<file path="config.mk">
export PLATFORM = sky130hd
export DESIGN_NAME = ultrasonic_obstacle_avoid_ctrl_top
export DESIGN_NICKNAME = d
export VERILOG_FILES = /design/src/uoac_pkg.sv /design/src/uoac_step.sv /design/src/ultrasonic_obstacle_avoid_ctrl_top.sv
export SDC_FILE = /design/constraint.sdc
export NUM_CORES = 1
export LEC_CHECK = 0
export ABC_CLOCK_PERIOD_IN_PS = 6750
export BUFFER_PORTS_ARGS = -buffer_cell sky130_fd_sc_hd__buf_2
export CORE_MARGIN = 4
export CORE_UTILIZATION = 35
export CTS_CLUSTER_DIAMETER = 50
export DETAILED_ROUTE_END_ITERATION = 8
export GPL_TIMING_DRIVEN = 0
export PLACE_DENSITY_LB_ADDON = 0.12
export SLEW_MARGIN = 20
export SYNTH_ARGS = -nofsm -noshare
export SYNTH_HDL_FRONTEND = slang
export SYNTH_SLANG_ARGS = --single-unit
export TNS_END_PERCENT = 50
</file>
<file path="constraint.sdc">
create_clock -name clock -period 6.75 [get_ports clock]
set_input_delay 0.3375 -clock clock [delete_from_list [all_inputs] [get_ports clock]]
set_output_delay 0.3375 -clock clock [all_outputs]
set_load 0.05 [all_outputs]
</file>
<file path="src/uoac_pkg.sv">
`timescale 1ns / 1ps

package uoac_pkg;

   localparam int COUNT_W   = 20;
   localparam int TIMEOUT_W = 16;
   localparam int LIMIT_W   = 20;
   localparam int DUTY_W    = 10;
   localparam int WIDTH_W   = 16;
   localparam int DIST_W    = 21;
   localparam int CSR_IDX_W = 3;
   localparam int CSR_W     = 20;
   localparam int REQ_W     = 8;
   localparam int RSP_W     = 72;

   localparam logic [DIST_W-1:0] DIST_MAX = {DIST_W{1'b1}};

   localparam logic [CSR_IDX_W-1:0] CSR_ECHO_TIMEOUT = 3'd0;
   localparam logic [CSR_IDX_W-1:0] CSR_NEAR_LIMIT   = 3'd1;
   localparam logic [CSR_IDX_W-1:0] CSR_TURN_LIMIT   = 3'd2;
   localparam logic [CSR_IDX_W-1:0] CSR_FAR_LIMIT    = 3'd3;
   localparam logic [CSR_IDX_W-1:0] CSR_TURN_TICKS   = 3'd4;
   localparam logic [CSR_IDX_W-1:0] CSR_FWD_TICKS    = 3'd5;
   localparam logic [CSR_IDX_W-1:0] CSR_DRIVE_DUTY   = 3'd6;

   // result tdata field positions
   localparam int RSP_TRIG_LSB  = 0;
   localparam int RSP_A_REV_LSB = 1;
   localparam int RSP_A_FWD_LSB = 11;
   localparam int RSP_B_REV_LSB = 21;
   localparam int RSP_B_FWD_LSB = 31;
   localparam int RSP_MODE_LSB  = 41;
   localparam int RSP_DONE_LSB  = 43;
   localparam int RSP_FAIL_LSB  = 44;
   localparam int RSP_DIST_LSB  = 45;

   typedef enum logic [2:0] {
      PH_TRIG_LOW  = 3'd0,
      PH_TRIG_HIGH = 3'd1,
      PH_WAIT_RISE = 3'd2,
      PH_MEASURE   = 3'd3,
      PH_DRIVE     = 3'd4
   } phase_type;

   typedef enum logic [1:0] {
      MODE_BRAKE   = 2'd0,
      MODE_FORWARD = 2'd1,
      MODE_LEFT    = 2'd2
   } mode_type;

   typedef struct packed {
      logic [TIMEOUT_W-1:0] echo_timeout_ticks;
      logic [LIMIT_W-1:0]   near_limit;
      logic [LIMIT_W-1:0]   turn_limit;
      logic [LIMIT_W-1:0]   far_limit;
      logic [COUNT_W-1:0]   turn_ticks;
      logic [COUNT_W-1:0]   forward_ticks;
      logic [DUTY_W-1:0]    drive_duty;
   } cfg_type;

   typedef struct packed {
      phase_type           phase;
      logic [COUNT_W-1:0]  phase_count;
      logic [WIDTH_W-1:0]  echo_width;
      mode_type            motion_state;
      logic [DIST_W-1:0]   last_distance;
   } state_type;

   typedef struct packed {
      logic [DIST_W-1:0] distance_milli_cm;
      logic              range_failed;
      logic              range_done;
      logic [1:0]        motion_mode;
      logic [DUTY_W-1:0] wheel_b_forward;
      logic [DUTY_W-1:0] wheel_b_reverse;
      logic [DUTY_W-1:0] wheel_a_forward;
      logic [DUTY_W-1:0] wheel_a_reverse;
      logic              trigger_out;
   } result_type;

endpackage

</file>
<file path="src/uoac_step.sv">
`timescale 1ns / 1ps

module uoac_step #(
   parameter int TRIG_LOW_TICKS  = 2,
   parameter int TRIG_HIGH_TICKS = 10,
   parameter int CM_SCALE        = 17
) (
   input  uoac_pkg::state_type  state_cur,
   input  uoac_pkg::cfg_type    cfg,
   input  logic                 echo_level,
   output uoac_pkg::state_type  state_nxt,
   output uoac_pkg::result_type result
);
   import uoac_pkg::*;

   localparam int SCALE_W = $clog2(CM_SCALE + 1);
   localparam int PROD_W  = WIDTH_W + SCALE_W;
   localparam int EXT_W   = (PROD_W > DIST_W) ? PROD_W : DIST_W;

   logic [COUNT_W-1:0] count_inc;
   logic               wait_expired;
   logic [WIDTH_W-1:0] width_new;
   logic [PROD_W-1:0]  prod;
   logic [EXT_W-1:0]   prod_ext;
   logic [DIST_W-1:0]  dist_new;
   logic [COUNT_W-1:0] drive_dur;
   logic               done;
   logic               failed;
   mode_type           mode_out;

   assign count_inc    = state_cur.phase_count + COUNT_W'(1);
   assign wait_expired = count_inc > COUNT_W'(cfg.echo_timeout_ticks);
   assign width_new    = state_cur.phase_count[WIDTH_W-1:0];
   assign prod         = PROD_W'(width_new) * PROD_W'(CM_SCALE);
   assign prod_ext     = EXT_W'(prod);
   assign dist_new     = (prod_ext > EXT_W'(DIST_MAX)) ? DIST_MAX : prod_ext[DIST_W-1:0];
   assign drive_dur    = (state_cur.motion_state == MODE_LEFT) ? cfg.turn_ticks
                                                               : cfg.forward_ticks;

   always_comb begin
      state_nxt = state_cur;
      done      = 1'b0;
      failed    = 1'b0;
      unique case (state_cur.phase)
         PH_TRIG_HIGH: begin
            state_nxt.phase_count = count_inc;
            if (count_inc >= COUNT_W'(TRIG_HIGH_TICKS)) begin
               state_nxt.phase       = PH_WAIT_RISE;
               state_nxt.phase_count = '0;
            end
         end
         PH_WAIT_RISE: begin
            if (echo_level) begin
               state_nxt.phase       = PH_MEASURE;
               state_nxt.phase_count = '0;
            end else begin
               state_nxt.phase_count = count_inc;
               if (wait_expired) begin
                  failed                = 1'b1;
                  state_nxt.phase       = PH_TRIG_LOW;
                  state_nxt.phase_count = '0;
               end
            end
         end
         PH_MEASURE: begin
            if (!echo_level) begin
               done                    = 1'b1;
               state_nxt.echo_width    = width_new;
               state_nxt.last_distance = dist_new;
               state_nxt.phase_count   = '0;
               state_nxt.phase         = PH_TRIG_LOW;
               if (dist_new > DIST_W'(cfg.near_limit)
                   && dist_new < DIST_W'(cfg.turn_limit)) begin
                  if (cfg.turn_ticks != '0) begin
                     state_nxt.motion_state = MODE_LEFT;
                     state_nxt.phase        = PH_DRIVE;
                  end
               end else if (dist_new > DIST_W'(cfg.turn_limit)
                            && dist_new < DIST_W'(cfg.far_limit)) begin
                  if (cfg.forward_ticks != '0) begin
                     state_nxt.motion_state = MODE_FORWARD;
                     state_nxt.phase        = PH_DRIVE;
                  end
               end else begin
                  state_nxt.motion_state = MODE_BRAKE;
               end
            end else begin
               state_nxt.phase_count = count_inc;
               if (wait_expired) begin
                  failed                = 1'b1;
                  state_nxt.phase       = PH_TRIG_LOW;
                  state_nxt.phase_count = '0;
               end
            end
         end
         PH_DRIVE: begin
            state_nxt.phase_count = count_inc;
            if (count_inc >= drive_dur) begin
               state_nxt.phase       = PH_TRIG_LOW;
               state_nxt.phase_count = '0;
            end
         end
         default: begin
            state_nxt.phase       = PH_TRIG_LOW;
            state_nxt.phase_count = count_inc;
            if (count_inc >= COUNT_W'(TRIG_LOW_TICKS)) begin
               state_nxt.phase       = PH_TRIG_HIGH;
               state_nxt.phase_count = '0;
            end
         end
      endcase
   end

   assign mode_out = state_nxt.motion_state;

   always_comb begin
      result                   = '0;
      result.trigger_out       = (state_cur.phase == PH_TRIG_HIGH);
      result.wheel_a_reverse   = '0;
      result.wheel_a_forward   = (mode_out == MODE_FORWARD) ? cfg.drive_duty : '0;
      result.wheel_b_reverse   = '0;
      result.wheel_b_forward   = (mode_out == MODE_FORWARD || mode_out == MODE_LEFT)
                                 ? cfg.drive_duty : '0;
      result.motion_mode       = mode_out;
      result.range_done        = done;
      result.range_failed      = failed;
      result.distance_milli_cm = state_nxt.last_distance;
   end

endmodule

</file>
<file path="src/ultrasonic_obstacle_avoid_ctrl_top.sv">
`timescale 1ns / 1ps

// channel   direction  ports                       tdata fields (lsb first)
// -------   ---------  --------------------------  -----------------------------------
// req       in         req_tvalid/tready/tdata[7:0]  echo_level
// rsp       out        rsp_tvalid/tready/tdata[71:0] see rsp_tdata port
// csr       in         csr_we/index[2:0]/wdata[19:0] register write, no read-back
//
// One request gives one response; a new request is taken every cycle unless the response stalls.
// The step logic sits between the state and the output register, so each response is registered.
// Reset (synchronous) loads the register defaults and starts at the trigger-low phase.
// A stalled response holds the request side only while the output register is full and not taken.

module ultrasonic_obstacle_avoid_ctrl_top #(
   parameter int TRIG_LOW_TICKS  = 2,
   parameter int TRIG_HIGH_TICKS = 10,
   parameter int CM_SCALE        = 17
) (
   input  logic                           clock,
   input  logic                           reset,
   input  logic                           req_tvalid,
   output logic                           req_tready,
   // [0] echo_level, [7:1] zero
   input  logic [uoac_pkg::REQ_W-1:0]     req_tdata,
   output logic                           rsp_tvalid,
   input  logic                           rsp_tready,
   // [0] trigger_out, [10:1] wheel_a_reverse, [20:11] wheel_a_forward,
   // [30:21] wheel_b_reverse, [40:31] wheel_b_forward, [42:41] motion_mode,
   // [43] range_done, [44] range_failed, [65:45] distance_milli_cm, [71:66] zero
   output logic [uoac_pkg::RSP_W-1:0]     rsp_tdata,
   input  logic                           csr_we,
   input  logic [uoac_pkg::CSR_IDX_W-1:0] csr_index,
   input  logic [uoac_pkg::CSR_W-1:0]     csr_wdata
);
   import uoac_pkg::*;

   cfg_type          cfg_ff;
   state_type        state_ff;
   state_type        state_in;
   result_type       result;
   logic             rsp_tvalid_ff;
   logic [RSP_W-1:0] rsp_tdata_ff;
   logic             req_accept;

   assign req_tready = !rsp_tvalid_ff || rsp_tready;
   assign req_accept = req_tvalid && req_tready;
   assign rsp_tvalid = rsp_tvalid_ff;
   assign rsp_tdata  = rsp_tdata_ff;

   uoac_step #(
      .TRIG_LOW_TICKS  (TRIG_LOW_TICKS),
      .TRIG_HIGH_TICKS (TRIG_HIGH_TICKS),
      .CM_SCALE        (CM_SCALE)
   ) u_step (
      .state_cur  (state_ff),
      .cfg        (cfg_ff),
      .echo_level (req_tdata[0]),
      .state_nxt  (state_in),
      .result     (result)
   );

   always_ff @(posedge clock) begin
      if (reset) begin
         cfg_ff.echo_timeout_ticks <= TIMEOUT_W'(5000);
         cfg_ff.near_limit         <= LIMIT_W'(4000);
         cfg_ff.turn_limit         <= LIMIT_W'(30000);
         cfg_ff.far_limit          <= LIMIT_W'(450000);
         cfg_ff.turn_ticks         <= COUNT_W'(300000);
         cfg_ff.forward_ticks      <= COUNT_W'(500000);
         cfg_ff.drive_duty         <= DUTY_W'(500);
      end else if (csr_we) begin
         unique case (csr_index)
            CSR_ECHO_TIMEOUT: cfg_ff.echo_timeout_ticks <= csr_wdata[TIMEOUT_W-1:0];
            CSR_NEAR_LIMIT:   cfg_ff.near_limit         <= csr_wdata[LIMIT_W-1:0];
            CSR_TURN_LIMIT:   cfg_ff.turn_limit         <= csr_wdata[LIMIT_W-1:0];
            CSR_FAR_LIMIT:    cfg_ff.far_limit          <= csr_wdata[LIMIT_W-1:0];
            CSR_TURN_TICKS:   cfg_ff.turn_ticks         <= csr_wdata[COUNT_W-1:0];
            CSR_FWD_TICKS:    cfg_ff.forward_ticks      <= csr_wdata[COUNT_W-1:0];
            CSR_DRIVE_DUTY:   cfg_ff.drive_duty         <= csr_wdata[DUTY_W-1:0];
            default: ;
         endcase
      end
   end

   always_ff @(posedge clock) begin
      if (reset) begin
         state_ff.phase         <= PH_TRIG_LOW;
         state_ff.phase_count   <= '0;
         state_ff.echo_width    <= '0;
         state_ff.motion_state  <= MODE_BRAKE;
         state_ff.last_distance <= '0;
      end else if (req_accept) begin
         state_ff <= state_in;
      end
   end

   always_ff @(posedge clock) begin
      if (reset) begin
         rsp_tvalid_ff <= 1'b0;
      end else if (req_accept) begin
         rsp_tvalid_ff <= 1'b1;
      end else if (rsp_tready) begin
         rsp_tvalid_ff <= 1'b0;
      end
   end

   // load the result on each accepted transaction
   always_ff @(posedge clock) begin
      if (req_accept) begin
         rsp_tdata_ff <= RSP_W'(result);
      end
   end

endmodule

</file>
==> run metrics <==
status=finished, final reports clean; highest metal used=met4; Clock Latency Late Sink=0.56 ns; Pleak=between 6 and 7 nW; setup_tns=0 ns; Max VDD drop=between 0.0002 and 0.00025 V; root buffer cell=clkbuf_16; residual DRC count=0; Nets=1726; worst flop-to-flop path startpoint=state_ff[44]; Syn Inst Count=~1400; slowest CP cell=dfxtp_1; MaxCap Viol Count=0; sequence of cells on the critical path=ha_1 > ha_1 > fa_1 > a21o_1 > a21oi_1 > o21a_1 > nor2_1 > nand2_1 > a21oi_1 > nand3_1 > xor2_1 > inv_1 > ha_1 > and4_1 > nand4_1 > nor3_1 > o21ai_0 > or4b_2 > o211ai_1 > or2_2 > nand2_1 > o2bb2ai_1 > ha_1 > nor2b_1; first-pass GRT wire length=roughly 60000 um; IO Port Bufs=between 70 and 80; antenna violation net count after detailed routing=0; vias per inst=between 5 and 6; Max transition margin=35.6%; Finished Layout Cells=2046; initial DRC count=about 570; Final Cycle Share=~95%; Cell Area, Synth=between 0.01 and 0.015 mm^2; most used cell, CP=ha_1; fin crit period=6.42 ns; Area Growth Syn to Fin=17.0%; Remaining Overflow, GRT=0; combinational family with the most area after synthesis=simple AND/OR/NAND/NOR gates; final instance area=0.0144 mm^2; Ant. Diodes=0; Yosys Warn Count=0; most common cell after layout, fill and taps aside=nand2_1; largest net degree at the start of global routing=33; Slew Viols, Final=0; FMAX=156 MHz; Die Wd=roughly 200 um; Final setup viols=0; DRT Wirelength=slightly below 40000 um; power density cells=241 mW/mm^2; Met2 Wirelength=about 18000 um; Most used DFF post-synth=dfxtp_1; Post-CTS Hold Fix Bufs=0; 1st-pass router iterations=5; Setup WS post-layout=0.333 ns; Post-synth ARST share=0%; Syn Area/Cell=8.57 um^2; unrepaired setup endpoints after global routing=false; Tot GR Track Use=roughly a fifth; Critical Path Max Stage Delay=between 0.5 and 0.6 ns; worst slack at placement=0.290 ns; most frequent cells in the layout=288 x nand2_1, 172 x dfxtp_1, 136 x a21oi_1, 122 x ha_1, 91 x inv_1; Min Hold Slack=between 0.02 and 0.025 ns; Die ar.=around 0.038 mm^2; Slew @ Worst Pin=slightly below 1 ns; sequential share of the synthesized area=39.4%; height of the die=a little under 200 um; Post-DP Area=around 0.013 mm^2; WL/cell=between 15 and 20 um; Synth Area in Compound Gates=14.1%; Post-synth EDFFs=between 40 and 50; Seq cells post-synth=~220; WL met3=~1900 um; Reg clk slew, reported paths=roughly 0.06 ns; share of layout cells above drive strength 1=between 10% and 20%; Metal-1 WL=approximately 18000 um; Critical Path AT=6.72 ns; Hold Crit Start=req_tvalid; Worst Setup SP=state_ff[44]; row count=slightly below 70; CTS H-Tree Depth=1; Worst Skew=about 0.017 ns; Starting Density=a little over a third; post-synthesis mux area share=~3.4%; initial antenna violation count=0; Final Hold Fails=0; Worst Hold Class=input pin to flip-flop; Synth Area in Adders=12.6%; vias in the first global route=about 9900; Crit Path Class=flip-flop to flip-flop; post-DP HPWL=slightly below 30000 um; CP Capture Type=flip-flop; Post-Synth XOR/XNOR Area=1.92%; Core ar.=around 0.035 mm^2; vias=between 10000 and 15000; crit path max fanout=10; TritonCTS Buffers=31; Synth Area in Simple Gates=a little over a fifth; Unique masters post-synth=75; startpoint types=flip-flop; Top Ports=110; CP required=slightly above 7 ns; clk buf depth=3; RD Place Congestion=just over 0.9; CTS Sinks=between 200 and 250; dpl cells=slightly below 2000; CTS tree=yes
[worst paths after layout]
kind              endpoint  cells past startpoint  slack (ns)
max          rsp_tdata[37]                     24        0.33
min             rsp_tvalid                      3        0.02
max reg2reg  rsp_tdata[37]                     24        0.33
min reg2reg   state_ff[11]                      2        0.45
[synth_stat cells (20+ instances only)]
cell type | count | area [um^2]
ha_1 | 122 | 1530
nor3_1 | 26 | 130
nand3_1 | 46 | 230
nor2_1 | 74 | 278
buf_4 | 29 | 218
edfxtp_1 | 46 | 1380
clkbuf_1 | 50 | 188
mux2i_1 | 20 | 200
a21o_1 | 29 | 218
a21oi_1 | 136 | 681
nor2b_1 | 20 | 125
o21ai_0 | 31 | 155
o211ai_1 | 31 | 233
nand2_1 | 288 | 1080
inv_1 | 91 | 342
dfxtp_1 | 173 | 3460
[sequential cells by signal, indices dropped and copies added, names as in the netlist]
signal      count
rsp_tvalid      1
rsp_tdata      46
state_ff       46
cfg_ff        126
[critical path, delay by kind of cell, from the launching register on]
family	cells	cell delay, ns
AO/OA/AOI/OAI	7	1.41
XOR/XNOR	1	0.32
adder cells (fa/ha/maj)	5	1.72
buffers and inverters	1	0.18
flip-flops	1	0.58
AND/OR/NAND/NOR	10	1.94
[power by group]
part           internal [mW]  switching (mW)  leakage [nW]
clock network           1.03           0.634         0.501
logic                  0.115           0.283          4.21
registers               1.38          0.0275          1.87
[kinds of logic after synthesis]
group | after synthesis
adders and majority gates | 123
DFF | 219
other | 1
and+or+nand+nor | 557
xor gates and xnor gates | 27
AOI/OAI and AO/OA | 281
buffers and inverters | 188
muxes | 39
[repair_timing]
action,4_1_cts,5_1_grt
endpoints found under the setup margin,0,12
gates resized for setup,0,1
buffers inserted,0,0
[per-layer routing]
| metal | vias to the layer above | GRT usage [%] |
|---|---|---|
| li1 | 5176 | - |
| met1 | 4802 | 27.3 |
| met4 | 0 | 4.53 |
| met5 | - | 0 |
| met3 | 44 | 2.81 |
| met2 | 250 | 33.0 |
[layout make-up]
class / count / area, um^2
fillers: 3495 / 20200
multi-input cells: 1053 / 6650
flip-flops and latches: 219 / 4850
clock buffers: 41 / 835
well taps: 455 / 569
plain buffers: 95 / 556
repair buffers: 74 / 385
inverters: 93 / 349
clock inverters: 16 / 211
[metrics by stage]
step	utilization, %	power (mW)
floorplan	-	1.70
global placement	38.5	1.83
detailed placement	38.5	1.83
CTS	41.6	3.50
global route	41.6	3.60
finish	41.6	3.47
Note: power is estimated with default switching activity, not from simulation.
